===== src/design/adsr_pkg.sv =====
// Shared types, codes and helpers for the ADSR envelope generator.
`default_nettype none

package adsr_pkg;

  localparam int unsigned STEP_W    = 22;
  localparam int unsigned SUSTAIN_W = 10;
  localparam int unsigned LEVEL_W   = 10;
  localparam int unsigned PHASE_W   = 3;
  localparam int unsigned INDEX_W   = 2;

  // Configuration register indexes.
  localparam logic [INDEX_W-1:0] REG_ATTACK_STEP   = 2'd0;
  localparam logic [INDEX_W-1:0] REG_DECAY_STEP    = 2'd1;
  localparam logic [INDEX_W-1:0] REG_SUSTAIN_LEVEL = 2'd2;
  localparam logic [INDEX_W-1:0] REG_RELEASE_STEP  = 2'd3;

  localparam logic [STEP_W-1:0]    ATTACK_STEP_RST   = 22'd2235;
  localparam logic [STEP_W-1:0]    DECAY_STEP_RST    = 22'd2235;
  localparam logic [SUSTAIN_W-1:0] SUSTAIN_LEVEL_RST = 10'd0;
  localparam logic [STEP_W-1:0]    RELEASE_STEP_RST  = 22'd2235;

  // Phase codes as they appear on the result stream.
  localparam logic [PHASE_W-1:0] PHASE_CODE_IDLE    = 3'd0;
  localparam logic [PHASE_W-1:0] PHASE_CODE_ATTACK  = 3'd1;
  localparam logic [PHASE_W-1:0] PHASE_CODE_DECAY   = 3'd2;
  localparam logic [PHASE_W-1:0] PHASE_CODE_SUSTAIN = 3'd3;
  localparam logic [PHASE_W-1:0] PHASE_CODE_RELEASE = 3'd4;

  typedef enum logic [4:0] {
    PH_IDLE    = 5'b00001,
    PH_ATTACK  = 5'b00010,
    PH_DECAY   = 5'b00100,
    PH_SUSTAIN = 5'b01000,
    PH_RELEASE = 5'b10000
  } phase_e;

  typedef struct packed {
    phase_e phase;
    logic   oneshot;
    logic   gate_seen;
  } ctrl_t;

  typedef struct packed {
    logic [STEP_W-1:0]    attack_step;
    logic [STEP_W-1:0]    decay_step;
    logic [SUSTAIN_W-1:0] sustain_level;
    logic [STEP_W-1:0]    release_step;
  } cfg_t;

  typedef struct packed {
    logic [PHASE_W-1:0] phase;
    logic [LEVEL_W-1:0] level;
  } result_t;

  function automatic logic [PHASE_W-1:0] phase_code(phase_e ph);
    logic [PHASE_W-1:0] code;
    unique case (ph)
      PH_ATTACK:  code = PHASE_CODE_ATTACK;
      PH_DECAY:   code = PHASE_CODE_DECAY;
      PH_SUSTAIN: code = PHASE_CODE_SUSTAIN;
      PH_RELEASE: code = PHASE_CODE_RELEASE;
      default:    code = PHASE_CODE_IDLE;
    endcase
    return code;
  endfunction

endpackage

`default_nettype wire


===== src/design/adsr_step.sv =====
// Next-state logic for one sample tick: control rules, one phase step and clamping.
`default_nettype none

module adsr_step import adsr_pkg::*; #(
  parameter int unsigned LEVEL_BITS    = 10,
  parameter int unsigned FRACTION_BITS = 16
) (
  input  wire logic                                  gate_i,
  input  wire logic                                  trigger_i,
  input  wire ctrl_t                                 ctrl_i,
  input  wire logic [LEVEL_BITS+FRACTION_BITS-1:0]   acc_i,
  input  wire cfg_t                                  cfg_i,
  output ctrl_t                                      ctrl_o,
  output logic [LEVEL_BITS+FRACTION_BITS-1:0]        acc_o,
  output logic                                       emit_o,
  output result_t                                    result_o
);

  localparam int unsigned ACC_W = LEVEL_BITS + FRACTION_BITS;
  localparam int unsigned SUM_W = ((ACC_W > STEP_W) ? ACC_W : STEP_W) + 2;
  localparam int unsigned LVX_W = (LEVEL_BITS > LEVEL_W) ? LEVEL_BITS : LEVEL_W;

  localparam logic [ACC_W-1:0] FULL_ACC = {{LEVEL_BITS{1'b1}}, {FRACTION_BITS{1'b0}}};

  logic [LVX_W-1:0]        sus_ext;
  logic [LVX_W-1:0]        full_lvl;
  logic [LVX_W-1:0]        sus_lim;
  logic [ACC_W-1:0]        sus_acc;
  logic signed [SUM_W-1:0] sus_s;
  logic signed [SUM_W-1:0] full_s;
  logic signed [SUM_W-1:0] acc_s;
  logic [LVX_W-1:0]        level_ext;

  // Sustain is limited to full scale when the level field is narrower than the register.
  assign sus_ext  = LVX_W'(cfg_i.sustain_level);
  assign full_lvl = LVX_W'({LEVEL_BITS{1'b1}});
  assign sus_lim  = (sus_ext > full_lvl) ? full_lvl : sus_ext;
  assign sus_acc  = {sus_lim[LEVEL_BITS-1:0], {FRACTION_BITS{1'b0}}};
  assign sus_s    = signed'(SUM_W'(sus_acc));
  assign full_s   = signed'(SUM_W'(FULL_ACC));
  assign acc_s    = signed'(SUM_W'(acc_i));

  always_comb begin
    ctrl_t                   c;
    logic signed [SUM_W-1:0] sum;
    c   = ctrl_i;
    sum = acc_s;

    if (trigger_i && !c.oneshot) begin
      c.oneshot = 1'b1;
      c.phase   = PH_ATTACK;
    end
    if (gate_i && !c.gate_seen) begin
      c.phase     = PH_ATTACK;
      c.gate_seen = 1'b1;
    end else if (!gate_i && !c.oneshot) begin
      c.phase     = PH_RELEASE;
      c.gate_seen = 1'b0;
    end

    emit_o = (c.phase != PH_IDLE);

    unique case (c.phase)
      PH_ATTACK: begin
        sum = acc_s + signed'(SUM_W'(cfg_i.attack_step));
        if (sum >= full_s) begin
          c.oneshot = 1'b0;
          c.phase   = PH_DECAY;
        end
      end
      PH_DECAY: begin
        sum = acc_s - signed'(SUM_W'(cfg_i.decay_step));
        if (sum <= sus_s) begin
          c.phase = PH_SUSTAIN;
        end
      end
      PH_SUSTAIN: begin
        sum = sus_s;
      end
      PH_RELEASE: begin
        sum = acc_s - signed'(SUM_W'(cfg_i.release_step));
        // The sign bit marks an overshoot below zero.
        if (sum[SUM_W-1] || (sum == '0)) begin
          c.phase = PH_IDLE;
        end
      end
      default: begin
        c.phase = PH_IDLE;
      end
    endcase

    if (sum[SUM_W-1]) begin
      acc_o = '0;
    end else if (sum > full_s) begin
      acc_o = FULL_ACC;
    end else begin
      acc_o = sum[ACC_W-1:0];
    end

    ctrl_o = c;
  end

  // The emitted level is the integer part, kept to the width of the result field.
  assign level_ext = LVX_W'(acc_o[ACC_W-1:FRACTION_BITS]);
  assign result_o  = '{phase: phase_code(ctrl_o.phase), level: level_ext[LEVEL_W-1:0]};

endmodule

`default_nettype wire


===== src/design/adsr_envelope_generator.sv =====
// Top level of the linear ADSR envelope generator with its stream ports and registers.
`default_nettype none

// Linear ADSR envelope generator. Each input request is one sample tick carrying the
// gate level (bit 0) and trigger level (bit 1). The block applies the gate and trigger
// rules, advances the envelope by one step, clamps it to 0..full scale and returns one
// result request (level and phase) for every tick that is not idle. One tick is taken
// every clock cycle while the spare output entry is empty; each result is registered
// in the output register or the spare entry. The accumulator update is one add,
// compare and clamp. A two-entry output buffer keeps the input ready registered: when
// the output stalls, one more result is held in the spare entry, and the input then
// stalls until the output drains. Steps are unsigned fixed-point values with
// FRACTION_BITS fraction bits. The user must write registers through the cfg port
// only while the block is idle; the block itself does not enforce this.
module adsr_envelope_generator import adsr_pkg::*; #(
  parameter int unsigned LEVEL_BITS    = 10,
  parameter int unsigned FRACTION_BITS = 16
) (
  input  wire logic                 clk_i,
  input  wire logic                 rst_ni,
  input  wire logic                 s_axis_tvalid,
  output logic                      s_axis_tready,
  input  wire logic [7:0]           s_axis_tdata,   // gate_level, trigger_level
  output logic                      m_axis_tvalid,
  input  wire logic                 m_axis_tready,
  output logic [15:0]               m_axis_tdata,   // level[9:0], phase[12:10]
  input  wire logic                 cfg_we_i,
  input  wire logic [INDEX_W-1:0]   cfg_index_i,
  input  wire logic [STEP_W-1:0]    cfg_wdata_i
);

  localparam int unsigned ACC_W = LEVEL_BITS + FRACTION_BITS;
  localparam logic [ACC_W-1:0] FULL_ACC = {{LEVEL_BITS{1'b1}}, {FRACTION_BITS{1'b0}}};

  cfg_t             cfg_q;
  ctrl_t            ctrl_q, ctrl_d;
  logic [ACC_W-1:0] acc_q, acc_d;
  logic             emit;
  result_t          result;

  logic             out_valid_q, out_valid_d;
  result_t          out_data_q, out_data_d;
  logic             skid_valid_q, skid_valid_d;
  result_t          skid_data_q, skid_data_d;
  logic             in_take;
  logic             out_pop;

  always_ff @(posedge clk_i or negedge rst_ni) begin
    if (!rst_ni) begin
      cfg_q.attack_step   <= ATTACK_STEP_RST;
      cfg_q.decay_step    <= DECAY_STEP_RST;
      cfg_q.sustain_level <= SUSTAIN_LEVEL_RST;
      cfg_q.release_step  <= RELEASE_STEP_RST;
    end else if (cfg_we_i) begin
      unique case (cfg_index_i)
        REG_ATTACK_STEP:   cfg_q.attack_step   <= cfg_wdata_i;
        REG_DECAY_STEP:    cfg_q.decay_step    <= cfg_wdata_i;
        REG_SUSTAIN_LEVEL: cfg_q.sustain_level <= cfg_wdata_i[SUSTAIN_W-1:0];
        REG_RELEASE_STEP:  cfg_q.release_step  <= cfg_wdata_i;
        default: ;
      endcase
    end
  end

  adsr_step #(
    .LEVEL_BITS    (LEVEL_BITS),
    .FRACTION_BITS (FRACTION_BITS)
  ) u_step (
    .gate_i    (s_axis_tdata[0]),
    .trigger_i (s_axis_tdata[1]),
    .ctrl_i    (ctrl_q),
    .acc_i     (acc_q),
    .cfg_i     (cfg_q),
    .ctrl_o    (ctrl_d),
    .acc_o     (acc_d),
    .emit_o    (emit),
    .result_o  (result)
  );

  assign s_axis_tready = !skid_valid_q;
  assign in_take       = s_axis_tvalid && s_axis_tready;
  assign out_pop       = out_valid_q && m_axis_tready;

  always_ff @(posedge clk_i or negedge rst_ni) begin
    if (!rst_ni) begin
      ctrl_q <= '{phase: PH_IDLE, oneshot: 1'b0, gate_seen: 1'b0};
      acc_q  <= '0;
    end else if (in_take) begin
      ctrl_q <= ctrl_d;
      acc_q  <= acc_d;
    end
  end

  // Output register backed by one skid entry.
  always_comb begin
    out_valid_d  = out_valid_q;
    out_data_d   = out_data_q;
    skid_valid_d = skid_valid_q;
    skid_data_d  = skid_data_q;
    if (!out_valid_q || out_pop) begin
      if (skid_valid_q) begin
        out_valid_d  = 1'b1;
        out_data_d   = skid_data_q;
        skid_valid_d = 1'b0;
      end else begin
        out_valid_d = in_take && emit;
        out_data_d  = result;
      end
    end else if (in_take && emit) begin
      skid_valid_d = 1'b1;
      skid_data_d  = result;
    end
  end

  always_ff @(posedge clk_i or negedge rst_ni) begin
    if (!rst_ni) begin
      out_valid_q  <= 1'b0;
      skid_valid_q <= 1'b0;
    end else begin
      out_valid_q  <= out_valid_d;
      skid_valid_q <= skid_valid_d;
    end
  end

  always_ff @(posedge clk_i) begin
    out_data_q  <= out_data_d;
    skid_data_q <= skid_data_d;
  end

  assign m_axis_tvalid = out_valid_q;
  assign m_axis_tdata  = 16'({out_data_q.phase, out_data_q.level});

  a_skid_needs_out: assert property (@(posedge clk_i) disable iff (!rst_ni)
    skid_valid_q |-> out_valid_q)
    else $error("skid entry held while output register is empty");

  a_acc_in_range: assert property (@(posedge clk_i) disable iff (!rst_ni)
    acc_q <= FULL_ACC)
    else $error("accumulator above full scale");

  a_idle_is_zero: assert property (@(posedge clk_i) disable iff (!rst_ni)
    (ctrl_q.phase == PH_IDLE) |-> (acc_q == '0))
    else $error("idle phase with nonzero accumulator");

  a_oneshot_in_attack: assert property (@(posedge clk_i) disable iff (!rst_ni)
    ctrl_q.oneshot |-> (ctrl_q.phase == PH_ATTACK))
    else $error("one-shot pending outside attack");

  a_stall_skid: assert property (@(posedge clk_i) disable iff (!rst_ni)
    (out_valid_q && !m_axis_tready && in_take && emit) |=> skid_valid_q)
    else $error("result lost while output stalled");

endmodule

`default_nettype wire

===== config.mk =====
export PLATFORM = sky130hd
export DESIGN_NAME = adsr_envelope_generator
export DESIGN_NICKNAME = d
export VERILOG_FILES = /design/src/design/adsr_pkg.sv /design/src/design/adsr_step.sv /design/src/design/adsr_envelope_generator.sv
export SDC_FILE = /design/constraint.sdc
export NUM_CORES = 1
export LEC_CHECK = 0
export ABC_AREA = 1
export BUFFER_PORTS_ARGS = -buffer_cell sky130_fd_sc_hd__clkbuf_2
export CAP_MARGIN = 40
export CORE_UTILIZATION = 38
export CTS_CLUSTER_DIAMETER = 60
export DETAILED_ROUTE_END_ITERATION = 6
export PLACE_DENSITY = 0.52
export RECOVER_POWER = 50
export REMOVE_ABC_BUFFERS = 1
export SETUP_SLACK_MARGIN = 0.3
export SKIP_LAST_GASP = 1
export SYNTH_ARGS = -nofsm -noshare
export SYNTH_HDL_FRONTEND = slang
export SYNTH_SLANG_ARGS = --single-unit

===== constraint.sdc =====
create_clock -name clk_i -period 4.42 [get_ports clk_i]
set_input_delay 0.442 -clock clk_i [delete_from_list [all_inputs] [get_ports clk_i]]
set_output_delay 0.442 -clock clk_i [all_outputs]
set_load 0.02 [all_outputs]

[After elaboration in Yosys (flattened, before gate mapping)]
Cells that the tools add are included.
Cells by class
  add/subtract/negate cells: 3
  divide/modulo/power cells: 0
  shift operators: 0
  bitwise logic cells: 1
  $mul: 0
  equal/unequal tests: 12
  reductions and logical operators: 24
  $lt $le $gt $ge: 4
  mux-type cells: 19
Operator list (number)
  $pmux 28 s4: 1
  $sub 26x22->27: 2
  $mux 26: 2
  $ge 28x27->1 const B: 1
  $gt 28x27->1 const B: 1
  $le 28x27->1: 1
  $logic_not 28->1: 1
  $add 26x22->27: 1
  $mux 5: 4
  $pmux 5 s4: 1
  $mux 13: 1
  $mux 6: 2
  $pmux 3 s4: 1
  $reduce_and 2->1: 6
  $eq 5x2->1 const B: 2
  $eq 5x3->1 const B: 2
  $eq 5x4->1 const B: 2
  $eq 5x5->1 const B: 2
  $gt 10x10->1 const B: 1
  $mux 10: 1
  $logic_and 1x1->1: 6
  $logic_not 1->1: 6
  $mux 1: 6
  $ne 5x1->1 const B: 1
  other kinds (6): 9
Word-level totals
  bits in latches: 0
  register bits after elaboration: 137
  input bits: 37
  output and inout port bits: 18
  ROM bits: 0
  memories kept: 0
  word-level logic and storage cells: 77
  RAM bits: 0

[Depth between registers and ports, before layout]
  depth in word-level cells: 13
  mapped depth: 24
  mapped depth without buffers: 24

[Modules after synthesis]
A second synthesis with hierarchy kept.
Second synthesis, totals
  cell total of the unflattened synthesis: 1984
  area total of the unflattened synthesis: 12420.7 um2
Modules (own cells, without submodules)
  adsr_step: seq. area each 0.0 um2, times used 1, area each 6942.9 um2, cells each 1419
  adsr_envelope_generator: seq. area each 3585.9 um2, times used 1, area each 5477.8 um2, cells each 565

[Least setup slack after synthesis]
OpenSTA, ideal clock, no wires.
  path type: register -> register
  start point: reg acc_q[0]
  end point: reg out_data_q, in the netlist m_axis_tdata[11], data pin
  data required time: 4.158 ns
  period minus slack after synthesis: 3.126 ns
  cell stages (with the launch flop): 25
  arrival: 2.864 ns
  slack: 1.294 ns
  setup time: 0.262 ns
  path buffers: 0
  path through: dfrtp_1 -> inv_1 -> ha_1 -> fa_1 -> inv_1 -> nand3_1 -> nand2_1 -> nand2_1 -> nand2_1 -> nand2_1 -> nand3_1 -> nand2_1 -> nand2_1 -> inv_1 -> ha_1 -> nand2_1 -> nor2_1 -> a211oi_1 -> a21oi_1 -> a211oi_1 -> nor2_1 -> nand2_1 -> o21ai_0 -> inv_1 -> a31oi_1
Between the ends
  cells in the longest elaborated chain, start to end: 8
  elaborated cells on any way between the ends: 17
  classes of those cells: add/sub: 3; order compare: 2; eq/ne: 4; mux: 6; reduce/logical: 2
Ends and longest elaborated chain
  start, declared: line adsr_envelope_generator.sv:37  | logic [ACC_W-1:0] acc_q, acc_d;
  start signal, assigned: line adsr_envelope_generator.sv:87  | acc_q <= '0;
  start signal, assigned: line adsr_envelope_generator.sv:90  | acc_q <= acc_d;
  parallel branches: the longest is 4 deep, another holds $le 28x27->1
  $pmux 5 s4 *: line adsr_step.sv:63  | unique case (c.phase)
  $eq 5x5->1 (tied with other cells): line adsr_pkg.sv:58  | unique case (ph)
  $pmux 3 s4 *: line adsr_pkg.sv:58
  $mux 13 *: line adsr_envelope_generator.sv:101  | if (skid_valid_q) begin
  end signal, assigned: line adsr_envelope_generator.sv:126  | out_data_q <= out_data_d;
  end, declared: line adsr_envelope_generator.sv:42  | result_t out_data_q, out_data_d;
Mark *: on every way between the ends.
A chain may end at the register's enable or synchronous reset.

[Final worst setup path]
  start point: reg acc_q[0]
  end point: reg out_data_q, in the netlist m_axis_tdata[4], data pin
Between the ends
  cells in the longest elaborated chain, start to end: 6
  elaborated cells on any way between the ends: 8
  classes of those cells: add/sub: 3; order compare: 1; mux: 4
Ends and longest elaborated chain
  $sub 26x22->27 (tied with other cells): line adsr_step.sv:81  | sum = acc_s - signed'(SUM_W'(cfg_i.release_step));
  $pmux 28 s4 *: line adsr_step.sv:63
  $gt 28x27->1: line adsr_step.sv:94  | end else if (sum > full_s) begin
  $mux 26: line adsr_step.sv:94
  $mux 26 *: line adsr_step.sv:92  | if (sum[SUM_W-1]) begin
  $mux 13 *: line adsr_envelope_generator.sv:101
Every way passes the cells marked *; elsewhere a longest branch is shown, timed or not.

==> results.ini <==
[timing]
finClkSkew_ns=0.0193
setup_viol_count_final=0
final_hold_viol_count=0
tightest_slew_ns=1.93
period_needed_ns=3.89
relSlewSlack=-0.286
drv_slew=169
fmax_mhz=257
hold_slack_ns=0.279
finalCritPeriodShare=0.880
rsz0062_at_grt=yes
setup_tns_ns=0

[worst_hold_path]
min_path_cells=3
hp-class=in2reg
holdCritStartpoint=cfg_wdata_i[18]
hold-path-endpoint=cfg_q[18]

[clock_tree]
clk_latency_ns=0.46
cts_buffers=17
h-tree-depth=4
root_buffer=clkbuf_16
cts_tree=yes
cts_setup_buffers=0
cts.sinks=137
clock_path_buffers=2
clk_pin_slew_ns=0.06

[cells_and_area]
stdcell_area_mm2=0.0143
fillers=3727
drive_gt1_frac=0.0626
final_common_cell=nand2_1
final_cells=2652
layout_common_cells=nand2_1 (801), inv_1 (389), nor2_1 (184)
layout.nets=2306
syn2layout_area_growth_pct=10.1

[die]
num_rows=67
die_x_um=187
die_y_um=187
die_area_mm2=0.0348
core_area_mm2=0.0335
ioPinCount=55
start_util=0.386

[placement]
place.gp.congestion=0.952
place_area_mm2=0.0137
numPortBuffers=45
dp_cells=2617
dp_hpwl_um=39900

[synth]
ys.warnings.count=0
yosys_register_bits=137
yosysTopAreaCell=nand2_1
syn_inst=2149
syn_area_mm2=0.0129
synth_edf_count=26
avgSynthCellArea_um2=6.02
postSynth.asyncResetShare=0.810
yosysTopAreaCellShare=0.233
yosysSeqAreaShare=0.277
ys_types=46
synth_area_leaders=nand2_1 (23%), dfrtp_1 (17%), inv_1 (11%), ha_1 (7.3%), nand3_1 (6.6%)
ys.flop_type=dfrtp_1

[detailed_routing]
finalWirelength_um=48200
first_pass_iters=7
antenna_left=0
wl_per_cell_um=18.2
viasPerCell=4.99
drtIter0Drc=856
vias=13200
drc=0

[critical_path]
cp.arrival_ns=4.10
r2r_cells=21
rr_startpoint=acc_q[0]
cp.required_ns=4.63
r2r_end=m_axis_tdata[4]
crit_fanout=14
critPathLaunchType=register
reg2reg_setup_slack_ns=0.53
crit_path_end_kind=register
crit_type=reg2reg

[grt]
overflow=0
grt_pass1_vias=12700
grt_use_total=0.284
antenna_found_initial=1
grt_max_degree=45
grt_pass1_wl_um=73800

[power_and_ir_drop]
net-switching-power_mw=5.72
p_leak_nw=7.97
p_seq_frac=0.200
power.density_mw_per_mm2=733
intPower_mw=4.72
pwr-share-clk=0.138
ir_drop_mv=0.308
comb_power_share=0.661
switching_share=0.548

[outcome]
violations=capacitance limit, slew limit
status=complete, but fails checks

[run]
drv_cap=4

worst max-delay path, stage by stage (launching register included):
cell	delay, ns
dfrtp_1	0.40
inv_1	0.14
ha_1	0.17
inv_1	0.09
fa_1	0.45
nand3_1	0.10
nand3_1	0.17
nand2_1	0.10
nand2_1	0.16
xnor2_1	0.29
or2_2	0.16
nand3_1	0.07
nand2_1	0.10
nand2_1	0.07
nor2_1	0.10
nand2_1	0.06
nor2_1	0.25
nand3_2	0.24
nand3_4	0.24
nand2_1	0.14
nand3_1	0.09
nand2_1	0.06
layer usage:
| layer | vias up | GRT usage | part of all wire |
|---|---|---|---|
| met2 | 303 | 0.455 | 0.45 |
| met4 | 0 | 0.0917 | 0.027 |
| li1 | 6795 | - | - |
| met3 | 58 | 0.0335 | 0.045 |
| met1 | 6073 | 0.396 | 0.48 |
| met5 | - | 0 | 0 |
registers in the layout (all words and copies together), names as in the netlist:
name           flops
acc_q             26
cfg_q             76
ctrl_q             7
m_axis_tdata      13
m_axis_tvalid      1
skid_data_q       13
skid_valid_q       1
timing repair:
item	4_1_cts	5_1_grt
setup endpoints to repair	0	12
resized for setup	0	8
hold buffers	1	0
hold endpoints to repair	24	0
power groups by stage:
stage	logic [mW]	clock network [mW]	registers, mW
2_1_floorplan	4.82	0	2.01
3_3_place_gp	6.78	0	2.09
3_5_place_dp	6.83	0	2.10
4_1_cts	6.86	1.47	2.08
5_1_grt	7.83	1.52	2.13
6_report	6.90	1.44	2.09
layout make-up:
class,count,area (um^2),area share
Sequential cell,137,3590,0.252
Clock inverter,15,148,0.0104
Inverter,392,1470,0.103
Multi-Input combinational cell,1576,7690,0.539
Tap cell,448,561,0.0393
Antenna cell,1,2.50,0.000176
Timing Repair Buffer,66,372,0.0261
Clock buffer,17,425,0.0298
logic make-up (layout without fill, tap and decap cells):
group / after synthesis / after routing / synth area share
AND/OR/NAND/NOR: 1298 / 1299 / 0.427
buffers and inverters: 439 / 490 / 0.133
AO/OA/AOI/OAI: 174 / 174 / 0.0707
flip-flops: 137 / 137 / 0.277
adder cells (fa/ha/maj): 79 / 79 / 0.0781
XOR/XNOR: 21 / 21 / 0.0142
other: 1 / 4 / 0.000290
per-stage QoR:
| step | utilization | total power [mW] | worst slack, ns |
|---|---|---|---|
| after CTS | 0.425 | 10.4 | 0.468 |
| after global routing | 0.425 | 11.5 | 0.293 |
| after detailed placement | 0.407 | 8.93 | 0.471 |
| final | 0.425 | 10.4 | 0.531 |
| after floorplan | - | 6.82 | 1.00 |
| after global placement | 0.406 | 8.87 | 0.513 |
worst max-delay path by stage:
stage                          startpoint               end  slack (ns)
final                            acc_q[0]   m_axis_tdata[4]        0.53
after CTS                        acc_q[0]  m_axis_tdata[11]        0.47
after global routing             acc_q[0]  m_axis_tdata[11]        0.29
after floorplan           s_axis_tdata[0]   m_axis_tdata[4]        1.00
after global placement           acc_q[0]   m_axis_tdata[4]        0.51
after detailed placement         acc_q[0]  m_axis_tdata[11]        0.47
Yosys cell counts (2+ instances only):
cell,number
nand2_1,802
inv_1,389
nor2_1,185
nand3_1,172
o21ai_0,95
dfrtp_1,89
ha_1,76
nand4_1,69
a21oi_1,61
edfxtp_1,26
clkbuf_1,25
dfstp_2,22
xor2_1,17
nand3b_1,16
or2_2,9
and2_1,8
nor3_1,8
buf_2,7
nand2_2,7
buf_4,6
buf_6,6
o21bai_1,6
nor4_1,5
nand2_4,4
nor2_4,4
xnor2_1,4
a31oi_1,3
buf_1,3
fa_1,3
or2_1,3
a211oi_1,2
a22oi_1,2
inv_2,2
Power figures use the tool's default switching activity.
